$ cat config.mk
export PLATFORM = sky130hd
export DESIGN_NAME = exps_seq
export DESIGN_NICKNAME = d
export VERILOG_FILES = /design/src/exps_pkg.sv /design/src/exps_seq.sv
export SDC_FILE = /design/constraint.sdc
export NUM_CORES = 1
export LEC_CHECK = 0
export BUFFER_PORTS_ARGS = -buffer_cell sky130_fd_sc_hd__buf_2
export CAP_MARGIN = 0
export CELL_PAD_IN_SITES_DETAIL_PLACEMENT = 2
export CELL_PAD_IN_SITES_GLOBAL_PLACEMENT = 2
export CORE_ASPECT_RATIO = 0.8
export CORE_MARGIN = 4
export CORE_UTILIZATION = 32
export CTS_BUF_LIST = sky130_fd_sc_hd__clkbuf_8 sky130_fd_sc_hd__clkbuf_16
export CTS_CLUSTER_SIZE = 14
export DETAILED_ROUTE_END_ITERATION = 16
export GPL_TIMING_DRIVEN = 0
export PLACE_DENSITY_LB_ADDON = 0.2
export SLEW_MARGIN = 20
export SYNTH_ARGS = -nofsm -noshare
export SYNTH_HDL_FRONTEND = slang
export SYNTH_SLANG_ARGS = --single-unit
$ cat constraint.sdc
create_clock -name clk -period 7.7 [get_ports clk]
set_input_delay 1.54 -clock clk [delete_from_list [all_inputs] [get_ports clk]]
set_output_delay 1.54 -clock clk [all_outputs]
set_load 0.02 [all_outputs]
$ cat src/exps_pkg.sv
// Shared types, constants and helpers for the exponential search engine.
// No dependencies; exps_seq and the top module import this package.
`default_nettype none

package exps_pkg;

    // Store geometry
    localparam int DEPTH  = 1024;
    localparam int ADDR_W = $clog2(DEPTH);
    localparam int ELEM_W = 32;
    localparam int CNT_W  = ADDR_W + 1;

    // Reset value of the used-count register
    localparam logic [CNT_W-1:0] USED_COUNT_RST = CNT_W'(DEPTH);

    // Item function codes
    localparam logic FUNC_WRITE  = 1'b0;
    localparam logic FUNC_SEARCH = 1'b1;

    // Sequencer states
    typedef enum logic [2:0] {
        S_IDLE,
        S_PROBE0,
        S_GALLOP,
        S_BIN,
        S_DONE
    } state_t;

    // Single-port request towards the element RAM
    typedef struct packed {
        logic              en;
        logic              we;
        logic [ADDR_W-1:0] addr;
        logic [ELEM_W-1:0] wdata;
    } mem_req_t;

    // Midpoint of an inclusive range, lo <= hi
    function automatic logic [ADDR_W-1:0] mid_of(input logic [ADDR_W-1:0] lo,
                                                 input logic [ADDR_W-1:0] hi);
        logic [ADDR_W:0] sum;
        begin
            sum = {1'b0, lo} + {1'b0, hi};
            return sum[ADDR_W:1];
        end
    endfunction

endpackage

`default_nettype wire

$ cat src/exps_seq.sv
// Search sequencer: store writes and the probe, gallop and binary phases over the element RAM,
// plus the result output register. Depends on exps_pkg.
`default_nettype none

module exps_seq
    import exps_pkg::*;
(
    input  wire logic              clk,
    input  wire logic              rst_n,
    input  wire logic [CNT_W-1:0]  used_count,
    input  wire logic              in_valid,
    output logic                   in_ready,
    input  wire logic              func,
    input  wire logic [ADDR_W-1:0] index,
    input  wire logic [ELEM_W-1:0] value,
    output logic                   out_valid,
    input  wire logic              out_ready,
    output logic                   found,
    output logic      [ADDR_W-1:0] position,
    output mem_req_t               mem_req,
    input  wire logic [ELEM_W-1:0] mem_rdata
);

    state_t            state_reg, state_next;
    logic [ELEM_W-1:0] key_reg, key_next;
    logic [ADDR_W-1:0] lo_reg, lo_next;
    logic [ADDR_W-1:0] hi_reg, hi_next;
    logic [ADDR_W-1:0] mid_reg, mid_next;
    logic              hit_reg, hit_next;
    logic [ADDR_W-1:0] pos_reg, pos_next;
    logic              out_valid_reg, out_valid_next;
    logic              found_reg, found_next;
    logic [ADDR_W-1:0] position_reg, position_next;

    logic [ADDR_W-1:0] last;
    logic              eq;
    logic              lt;
    logic [ADDR_W:0]   dbl;
    logic [ADDR_W-1:0] hnew;
    logic              gal_more;
    logic              slot_free;
    logic [ADDR_W-1:0] mid_calc;

    // Last usable index, with the count saturated to 1..DEPTH
    always_comb
    begin
        if (used_count == '0)
        begin
            last = '0;
        end
        else if (used_count > CNT_W'(DEPTH))
        begin
            last = ADDR_W'(DEPTH - 1);
        end
        else
        begin
            last = ADDR_W'(used_count - CNT_W'(1));
        end
    end

    // Compare the element just read against the key
    assign eq = (mem_rdata == key_reg);
    assign lt = ($signed(mem_rdata) < $signed(key_reg));

    // Doubled upper bound, clamped to the last index
    assign dbl      = {hi_reg, 1'b0};
    assign hnew     = (dbl > {1'b0, last}) ? last : dbl[ADDR_W-1:0];
    assign gal_more = (hnew < last);

    assign slot_free = !out_valid_reg || out_ready;

    // Next state
    always_comb
    begin
        state_next = state_reg;
        case (state_reg)
            S_IDLE:
            begin
                if (in_valid && func == FUNC_SEARCH)
                begin
                    state_next = S_PROBE0;
                end
            end
            S_PROBE0:
            begin
                if (eq)
                begin
                    state_next = S_DONE;
                end
                else if (last > ADDR_W'(1))
                begin
                    state_next = S_GALLOP;
                end
                else
                begin
                    state_next = S_BIN;
                end
            end
            S_GALLOP:
            begin
                if (lt && gal_more)
                begin
                    state_next = S_GALLOP;
                end
                else
                begin
                    state_next = S_BIN;
                end
            end
            S_BIN:
            begin
                if (eq)
                begin
                    state_next = S_DONE;
                end
                else if (lt)
                begin
                    state_next = (mid_reg == hi_reg) ? S_DONE : S_BIN;
                end
                else
                begin
                    state_next = (mid_reg == lo_reg) ? S_DONE : S_BIN;
                end
            end
            S_DONE:
            begin
                if (slot_free)
                begin
                    state_next = S_IDLE;
                end
            end
            default:
            begin
                state_next = S_IDLE;
            end
        endcase
    end

    // Datapath, RAM requests and output register loads
    always_comb
    begin
        key_next       = key_reg;
        lo_next        = lo_reg;
        hi_next        = hi_reg;
        mid_next       = mid_reg;
        hit_next       = hit_reg;
        pos_next       = pos_reg;
        found_next     = found_reg;
        position_next  = position_reg;
        out_valid_next = out_valid_reg && !out_ready;
        in_ready       = 1'b0;
        mid_calc       = '0;
        mem_req        = '0;
        case (state_reg)
            S_IDLE:
            begin
                in_ready = 1'b1;
                if (in_valid)
                begin
                    mem_req.en = 1'b1;
                    if (func == FUNC_WRITE)
                    begin
                        mem_req.we    = 1'b1;
                        mem_req.addr  = index;
                        mem_req.wdata = value;
                    end
                    else
                    begin
                        key_next = value;
                    end
                end
            end
            S_PROBE0:
            begin
                if (eq)
                begin
                    hit_next = 1'b1;
                    pos_next = '0;
                end
                else
                begin
                    hit_next = 1'b0;
                    pos_next = '0;
                    lo_next  = '0;
                    mem_req.en = 1'b1;
                    if (last > ADDR_W'(1))
                    begin
                        hi_next      = ADDR_W'(1);
                        mem_req.addr = ADDR_W'(1);
                    end
                    else
                    begin
                        hi_next      = (last == '0) ? '0 : ADDR_W'(1);
                        mid_calc     = mid_of('0, hi_next);
                        mid_next     = mid_calc;
                        mem_req.addr = mid_calc;
                    end
                end
            end
            S_GALLOP:
            begin
                mem_req.en = 1'b1;
                if (lt)
                begin
                    lo_next = hi_reg;
                    hi_next = hnew;
                    if (gal_more)
                    begin
                        mem_req.addr = hnew;
                    end
                    else
                    begin
                        mid_calc     = mid_of(hi_reg, hnew);
                        mid_next     = mid_calc;
                        mem_req.addr = mid_calc;
                    end
                end
                else
                begin
                    mid_calc     = mid_of(lo_reg, hi_reg);
                    mid_next     = mid_calc;
                    mem_req.addr = mid_calc;
                end
            end
            S_BIN:
            begin
                if (eq)
                begin
                    hit_next = 1'b1;
                    pos_next = mid_reg;
                end
                else if (lt)
                begin
                    if (mid_reg != hi_reg)
                    begin
                        lo_next      = mid_reg + ADDR_W'(1);
                        mid_calc     = mid_of(lo_next, hi_reg);
                        mid_next     = mid_calc;
                        mem_req.en   = 1'b1;
                        mem_req.addr = mid_calc;
                    end
                end
                else
                begin
                    if (mid_reg != lo_reg)
                    begin
                        hi_next      = mid_reg - ADDR_W'(1);
                        mid_calc     = mid_of(lo_reg, hi_next);
                        mid_next     = mid_calc;
                        mem_req.en   = 1'b1;
                        mem_req.addr = mid_calc;
                    end
                end
            end
            S_DONE:
            begin
                if (slot_free)
                begin
                    out_valid_next = 1'b1;
                    found_next     = hit_reg;
                    position_next  = hit_reg ? pos_reg : '0;
                end
            end
            default:
            begin
                in_ready = 1'b0;
            end
        endcase
    end

    // Control state
    always_ff @(posedge clk or negedge rst_n)
    begin
        if (!rst_n)
        begin
            state_reg     <= S_IDLE;
            out_valid_reg <= 1'b0;
        end
        else
        begin
            state_reg     <= state_next;
            out_valid_reg <= out_valid_next;
        end
    end

    // Payload registers
    always_ff @(posedge clk)
    begin
        key_reg      <= key_next;
        lo_reg       <= lo_next;
        hi_reg       <= hi_next;
        mid_reg      <= mid_next;
        hit_reg      <= hit_next;
        pos_reg      <= pos_next;
        found_reg    <= found_next;
        position_reg <= position_next;
    end

    assign out_valid = out_valid_reg;
    assign found     = found_reg;
    assign position  = position_reg;

endmodule

`default_nettype wire

==> results.cfg, run 1 <==
[outcome]
outcome = complete, but fails checks
violations = setup timing

[clock_tree]
clk_pin_slew_ps = 80
clk_latency_ps = 370
root_buffer = clkbuf_16
clock_sinks = 88
cts_tree = built
clk_path_buf_depth = 2
numCtsBuffers = 9
h-tree-depth = 3

[yosys]
ys_warn_count = 0
synth_cells = 858
synth_common_cells = 92 x ha_1, 84 x edfxtp_1, 66 x inv_1, 59 x nand2_1, 54 x and2_1
ys_async_sr_fraction = 0.0455
avgSynthCellArea_sq_um = 9.34
yosysMostFrequentCell = ha_1
syn_nets = 1044
yosys.area.top_type_share = 0.315
syn_area_sq_um = 8010
synth_edf_count = 84
ys_seq_elements = 88
synth-main-ff-cell = edfxtp_1
synth.distinct_cells = 78
yosysSeqAreaShare = 0.327
synth_top_area_cell = edfxtp_1
ys_top_cells_by_area = edfxtp_1 31%, ha_1 14%, and2_1 4.2%, xnor2_1 4.2%, mux2i_1 3.1%

[worst_hold_path]
hold_path.class = register to register
min_path_cells = 1

[timing]
setup_viol = 10
hold_violations = 0
finalCritPeriodShare = 1.10
setup_tns_ps = -7050
rsz0062_at_grt = true
finalClockSkew_ps = 12.0
slew_headroom = 0.289
hold_ws_ps = 527
worst_slack_ps = -806
fmax_mhz = 118
drv_slew = 0
min_period_ps = 8510
tightest_slew_ps = 1060

[final_layout]
diodes = 0
design_area_sq_um = 10500
final_nets = 1249
drive_above_1_share = 0.294
fin_util = 0.428
areaGrowthSynthToFinish_pct = 31.0
largest_reg_flops = 32

[critical_path]
crit_path_frequent_cell = buf_12
worstPathRequired_ps = 6160
reg2regPathDepth = 19
cpPeakStageDelay_ps = 420
cp_max_fo = 5
cp.arrival_ps = 6970
endpoint_kind = output port
critPathKind = primary input to output port
r2r_setup_slack_ps = 2490
critical_path.startpoint_type = primary input
slowest_stage = a2111oi_4

[routing]
drtPass1Iterations = 5
wl_microns = 33800
first_iter_violations = 553
vias = 7736
detail-route-antenna-nets = 0
wl_per_cell_microns = 24.4
route.detailed.drc = 0
via_per_inst = 5.58

[power]
power_frac_seq = 0.158
p_per_area_nw_per_um2 = 500
p_int_mw = 2.62
power_switching_mw = 2.63
comb_power_share = 0.753
clock_power_share = 0.089
leakagePower_nw = 4.58
switching_share = 0.501
vdd_drop_max_mv = 0.435

[placement]
postPlaceCellArea_sq_um = 9270
gp_congestion = 0.904
pre_cts_ws_ps = -1270
portBuffers = 144
hpwl_microns = 25200

[grt]
grt_pass1_wl_microns = 48300
antenna_found_initial = 0
track_usage = 0.230
grt.overflow.total = 0
grt_start_max_net_pins = 24
grt_pass1_vias = 8004

[floorplan]
io_pins = 147
die_h_microns = 150
die_w_microns = 185
initial_core_util = 0.327
die_area_sq_um = 27700
num_rows = 51
core_sq_um = 24500

[flow_run]
drv_cap = 0
-- cell families after synthesis --
group                    Yosys count  synth area share
AO/OA/AOI/OAI                    193             0.170
flip-flops                        88             0.327
adder cells (fa/ha/maj)           96             0.154
multiplexers                      32            0.0415
XOR/XNOR                          65            0.0710
buffers and inverters             99            0.0487
AND/OR/NAND/NOR                  285             0.188
-- layout make-up --
class	instances	area, sq um
fill	2733	14000
inverter	66	268
clock buffer	9	225
tap	318	398
sequential	88	2620
buffer	33	166
clock inverter	7	77.6
timing repair buffer	194	1290
multi-input combinational	671	5450
-- path summary, 6_finish.rpt --
check,endpoint,startpoint
max,mem_req[34],used_count[1]
max reg2reg,mid_reg[4],hi_reg[3]
max in group asynchronous,state_reg[1],rst_n
min,position[9],pos_reg[9]
min reg2reg,position[9],pos_reg[9]
min in group asynchronous,out_valid,rst_n
-- worst max-delay path: cells and delay by family --
kind                     cells  cell delay, ps
AND/OR/NAND/NOR              4             930
AO/OA/AOI/OAI                9            2290
buffers and inverters        7             850
adder cells (fa/ha/maj)      3             720
multiplexers                 2             610
-- cells in the final DEF (no fill, tap or decap), drive strengths merged, types with 6 or more instances in the layout --
| cell | synthesis | final |
|---|---|---|
| a21o | 15 | 15 |
| a22o | 10 | 10 |
| nand4 | 18 | 18 |
| or3 | 9 | 9 |
| a31oi | 9 | 9 |
| nor3 | 28 | 28 |
| o21ai | 47 | 47 |
| mux2i | 25 | 25 |
| nor2 | 45 | 45 |
| and3 | 6 | 6 |
| o211ai | 8 | 8 |
| and2 | 54 | 54 |
| nor2b | 11 | 11 |
| o31ai | 8 | 8 |
| ha | 92 | 92 |
| nand2 | 59 | 59 |
| nand3 | 25 | 25 |
| xnor2 | 38 | 38 |
| edfxtp | 84 | 84 |
| inv | 66 | 68 |
| xor2 | 27 | 27 |
| a21oi | 39 | 39 |
| nand2b | 8 | 8 |
| buf | 11 | 204 |
| nor4 | 6 | 6 |
| clkbuf | 22 | 32 |
| mux2 | 7 | 7 |
| a211oi | 8 | 8 |
-- timing repair --
item                                    CTS  global route
gates cloned                              1             1
gates resized for setup                  78            41
hold buffers                              0             0
buffers inserted                         26            22
endpoints found under the setup margin   10            10
pin swaps                                21            28
-- metal layers --
metal | global-route usage | vias up | wire length (microns)
li1 | - | 3565 | -
met1 | 0.326 | 3849 | 15800
met2 | 0.364 | 282 | 15000
met3 | 0.0454 | 40 | 2410
met4 | 0.0499 | 0 | 621
met5 | 0 | - | 0
-- metrics by stage --
step | instances | power [mW]
global route | 1386 | 5.58
floorplan | 858 | 3.01
detailed placement | 1321 | 4.02
CTS | 1364 | 4.91
global placement | 1320 | 3.94
finish | 1386 | 5.25
-- power by group through the flow --
| stage | Sequential [mW] | Clock (mW) | Combinational [mW] |
|---|---|---|---|
| after floorplan | 0.765 | 0 | 2.25 |
| after global placement | 0.828 | 0 | 3.11 |
| after detailed placement | 0.830 | 0 | 3.19 |
| after CTS | 0.829 | 0.478 | 3.60 |
| after global routing | 0.837 | 0.492 | 4.25 |
| final | 0.830 | 0.467 | 3.95 |
No activity file was read; power rests on OpenSTA's default activity.
==> run 2, diff against run 1 <==
Settings changed: CORE_ASPECT_RATIO 0.8 to 0.75, RECOVER_POWER set to 50.
==> results.cfg, run 2 (synthesized netlist as in run 1, its figures left out) <==
[clock_tree]
clk_latency_ps = 360
h-tree-depth = 3
cts_tree = built
clk_pin_slew_ps = 70
clk_path_buf_depth = 2
numCtsBuffers = 9
ctsHoldBuffers = 0
clock_sinks = 88
root_buffer = clkbuf_16

[power]
comb_power_share = 0.750
vdd_drop_max_mv = 0.487
switching_share = 0.499
leakagePower_nw = 4.44
p_per_area_nw_per_um2 = 503
clock_power_share = 0.092
power_switching_mw = 2.62
power_frac_seq = 0.157
p_int_mw = 2.63
p_total_mw = 5.26

[timing]
finalClockSkew_ps = 11.8
fmax_mhz = 118
finalCritPeriodShare = 1.10
min_period_ps = 8450
rsz0062_at_grt = true
setup_viol = 10
hold_ws_ps = 533
hold_violations = 0
tightest_slew_ps = 1230
slew_headroom = 0.181
worst_slack_ps = -750
drv_slew = 0

[critical_path]
crit_path_cell_trace = buf_12 > inv_12 > ha_4 > or3b_4 > or3_4 > a211oi_4 > ha_1 > nand4_1 > o221ai_2 > a2111oi_4 > a31o_4 > buf_12 > mux2i_4 > inv_2 > ha_4 > a2111o_1 > a211oi_2 > nand2_1 > o221ai_4 > mux2_4 > a222oi_1 > o21ai_2 > buf_6
r2r-end = mid_reg[4]
cp_max_fo = 5
endpoint_kind = output port
critical_path.startpoint_type = primary input
cpPeakStageDelay_ps = 430
worstReg2RegStart = hi_reg[3]
worstPathRequired_ps = 6160
reg2regPathDepth = 18
r2r_setup_slack_ps = 2630
critPathKind = primary input to output port
slowest_stage = or3b_4
cp.arrival_ps = 6910

[grt]
grt_start_max_net_pins = 21
track_usage = 0.241
grt.overflow.total = 0
grt_pass1_wl_microns = 51400
antenna_found_initial = 2
grt_pass1_vias = 8268

[floorplan]
io_pins = 147
die_area_sq_um = 27700
die_w_microns = 191
die_h_microns = 145
core_sq_um = 24300
initial_core_util = 0.330
num_rows = 49

[routing]
wl_microns = 34800
first_iter_violations = 560
route.detailed.drc = 0
drtPass1Iterations = 5
vias = 7788
via_per_inst = 5.56
wl_per_cell_microns = 24.9
detail-route-antenna-nets = 0

[final_layout]
areaGrowthSynthToFinish_pct = 30.3
drive_above_1_share = 0.264
final-instance-count-excl-fill = 1400
final_common_cell = buf_2
largest_reg_flops = 32
diodes = 0
most-common-layout-cells = 101 x buf_2, 84 x edfxtp_1, 83 x ha_1
final_nets = 1250

[placement]
dp_cells = 1334
hpwl_microns = 26200
pre_cts_ws_ps = -1360
portBuffers = 144
gp_congestion = 0.915

[worst_hold_path]
worst_hold_path.endpoint = position[1]
hold_path.class = register to register
hp-start = pos_reg[1]
min_path_cells = 1

[outcome]
violations = setup timing
outcome = complete, but fails checks

[flow_run]
drv_cap = 0
## run 2: power groups by stage
stage	Clock, mW	Combinational, mW	Sequential (mW)
2_1_floorplan	0	2.25	0.765
3_3_place_gp	0	3.08	0.827
3_5_place_dp	0	3.17	0.828
4_1_cts	0.492	3.73	0.825
5_1_grt	0.514	4.23	0.836
6_report	0.484	3.95	0.828
## run 2: metal layers
metal	track usage	vias to the layer above	share of wire
li1	-	3558	-
met1	0.346	3956	0.46
met2	0.389	240	0.46
met3	0.0425	30	0.059
met4	0.0398	4	0.012
met5	0	-	0.00060
## run 2: how the worst max path moves through the flow
stage,from,end,slack (ps)
floorplan,used_count[1],mem_req[34],-290
global placement,used_count[0],mem_req[34],-1210
detailed placement,used_count[0],mem_req[34],-1360
CTS,used_count[0],mem_req[34],-640
global route,used_count[2],mem_req[34],-990
finish,used_count[1],mem_req[34],-750
## run 2: worst max-delay path: cells and delay by family
kind                     cells  cell delay, ps
AO/OA/AOI/OAI                9            2480
buffers and inverters        5             520
multiplexers                 2             580
AND/OR/NAND/NOR              4            1110
adder cells (fa/ha/maj)      3             650
## run 2: area by class of cell
type	count	area (sq um)
multi-input combinational	671	5480
clock buffer	9	225
sequential	88	2620
timing repair buffer	196	1200
inverter	66	268
clock inverter	7	86.3
fill	2683	13800
tap	331	414
buffer	32	150
## run 2: metrics by stage
| step | TNS [ps] | instance area [sq um] | utilization |
|---|---|---|---|
| 2_1_floorplan | -567 | 8120 | - |
| 3_3_place_gp | -10630 | 9250 | 0.381 |
| 3_5_place_dp | -12690 | 9290 | 0.383 |
| 4_1_cts | -5340 | 10400 | 0.427 |
| 5_1_grt | -8090 | 10400 | 0.430 |
| 6_report | -6070 | 10400 | 0.430 |
## run 2: timing repair
| item | in CTS | in global routing |
|---|---|---|
| pin swaps | 29 | 20 |
| hold endpoints to repair | 0 | 0 |
| cloned | 2 | 0 |
| resized for setup | 104 | 28 |
| setup buffers | 34 | 17 |
| setup endpoints to repair | 10 | 10 |
==> run 3, diff against run 2 <==
Settings changed: PLACE_DENSITY_LB_ADDON 0.2 to 0.08.
==> results.cfg, run 3 (synthesized netlist as in run 1, its figures left out) <==
[critical_path]
r2r_setup_slack_ps = 2390
endpoint_kind = output port
worstReg2RegStart = hi_reg[3]
crit_path_frequent_cell = ha_4
cp.arrival_ps = 6940
critPathKind = primary input to output port
cp.depth = 24
worstPathRequired_ps = 6160
r2r-end = mid_reg[7]
cpLargestDelayFamily = compound AO/OA/AOI/OAI gates
crit_path_end = mem_req[34]
critPathBufInv = 6
critical_path.startpoint_type = primary input
reg2regPathDepth = 26
cpPeakStageDelay_ps = 440
startpoint = used_count[1]
cp_max_fo = 4
slowest_stage = a2111o_1
crit_path_cell_trace = buf_12 > inv_12 > ha_4 > or3b_4 > or3_4 > a211oi_4 > ha_4 > nand4_1 > buf_4 > o221ai_4 > a2111oi_4 > a31o_4 > buf_12 > mux2i_4 > inv_2 > ha_4 > a2111o_1 > a211oi_2 > nand2_1 > o221ai_4 > mux2_4 > a222oi_1 > o21ai_2 > buf_6

[timing]
slew_headroom = -0.123
worst_slack_ps = -778
setup_viol = 10
rsz0062_at_grt = true
min_period_ps = 8480
finalClockSkew_ps = 11.6
finalCritPeriodShare = 1.10
tightest_slew_ps = 1680
hold_violations = 0
drv_slew = 29
fmax_mhz = 118

[floorplan]
core_sq_um = 24300
die_h_microns = 145
initial_core_util = 0.330
io_pins = 147
die_area_sq_um = 27700
num_rows = 49
die_w_microns = 191

[power]
vdd_drop_max_mv = 0.356
comb_power_share = 0.744
clock_power_share = 0.092
switching_share = 0.505
power_switching_mw = 2.56
power_frac_seq = 0.164
p_int_mw = 2.52
leakagePower_nw = 4.36
p_per_area_nw_per_um2 = 497
p_total_mw = 5.08

[routing]
detail-route-antenna-nets = 0
wl_per_cell_microns = 23.8
drtPass1Iterations = 5
via_per_inst = 5.49
wl_microns = 33100
route.detailed.drc = 0
first_iter_violations = 508
vias = 7647

[placement]
hpwl_microns = 26000
portBuffers = 144
gp_congestion = 0.877
pre_cts_ws_ps = -1510

[clock_tree]
ctsHoldBuffers = 0
clock_sinks = 88
root_buffer = clkbuf_16
cts_tree = built
numCtsBuffers = 9
clk_path_buf_depth = 2
clk_pin_slew_ps = 70
h-tree-depth = 3
clk_latency_ps = 370

[final_layout]
fillers = 2717
diodes = 0
drive_above_1_share = 0.246
most-common-layout-cells = 113 x buf_2, 84 x ha_1, 84 x edfxtp_1
final_common_cell = buf_2
final_nets = 1243
largest_reg_flops = 32
fin_util = 0.420
areaGrowthSynthToFinish_pct = 27.4

[grt]
grt_pass1_wl_microns = 50000
grt_start_max_net_pins = 29
grt_pass1_vias = 8040
track_usage = 0.236
antenna_found_initial = 0
grt.overflow.total = 0

[worst_hold_path]
hold_path.class = register to register

[outcome]
outcome = complete, but fails checks
violations = capacitance limit, slew limit, setup timing

[flow_run]
drv_cap = 1
run 3: changes by cell type in the layout (fill, tap and decap cells not counted), sizes merged:
cell / previous run / this run
bufinv: 1 / 0
clkbuf: 68 / 65
inv: 69 / 70
buf: 169 / 165
run 3: how the worst min path moves through the flow:
stage,startpoint,to,slack (ps),cells past startpoint
4_1_cts,pos_reg[5],position[5],540,1
5_1_grt,pos_reg[3],position[3],570,1
3_5_place_dp,pos_reg[5],position[5],520,1
6_report,pos_reg[5],position[5],530,1
3_3_place_gp,pos_reg[8],position[8],510,1
2_1_floorplan,pos_reg[8],position[8],500,1
run 3: area by class of cell:
type	count	area, sq um	area share
Buffer	33	151	0.0148
Clock buffer	9	225	0.0221
Clock inverter	7	72.6	0.00711
Inverter	66	265	0.0260
Multi-Input combinational cell	671	5400	0.529
Sequential cell	88	2620	0.257
Tap cell	331	414	0.0406
Timing Repair Buffer	188	1060	0.104
run 3: what timing repair did:
| item | 4_1_cts | 5_1_grt |
|---|---|---|
| pin swaps | 15 | 14 |
| gates cloned | 1 | 0 |
| setup endpoints to repair | 10 | 10 |
| buffers inserted | 33 | 10 |
| gates resized for setup | 67 | 16 |
run 3: routing by layer:
layer  up-vias  track usage  part of all wire
li1       3553            -                 -
met1      3860        0.346              0.49
met2       210        0.373              0.45
met3        22       0.0399             0.055
met4         2       0.0384             0.010
met5         -            0            0.0022
run 3: worst register-to-register path, stage by stage (launching register included):
cell and delay [ps]:
edfxtp_1 620, ha_1 430, a211oi_2 280, o221ai_4 170, a2111oi_4 400, a31o_4 190
buf_12 140, buf_8 120, mux2i_4 220, buf_4 150, fa_2 230, nor2b_4 50
o21a_1 200, nor2_4 140, o21ai_2 90, o41ai_2 260, buf_4 180, xor2_2 70
buf_4 140, buf_4 120, buf_4 120, buf_4 130, buf_4 120, buf_4 120
buf_4 120, mux2i_1 160, o211a_1 190
run 3: through the flow:
step                      area, sq um  hold WS [ps]  cells  setup TNS (ps)
after CTS                       10100           539   1384           -4950
final                           10200           534   1393           -6270
after floorplan                  8120           497    858            -567
after global routing            10200           567   1393           -8380
after detailed placement         9290           520   1334          -14570
after global placement           9250           512   1333          -11950
run 3: power by group through the flow:
| stage | Clock (mW) | Sequential, mW | Combinational [mW] |
|---|---|---|---|
| 5_1_grt | 0.497 | 0.841 | 4.07 |
| 4_1_cts | 0.483 | 0.829 | 3.65 |
| 3_3_place_gp | 0 | 0.830 | 3.13 |
| 6_report | 0.469 | 0.830 | 3.78 |
| 3_5_place_dp | 0 | 0.835 | 3.21 |
| 2_1_floorplan | 0 | 0.765 | 2.25 |
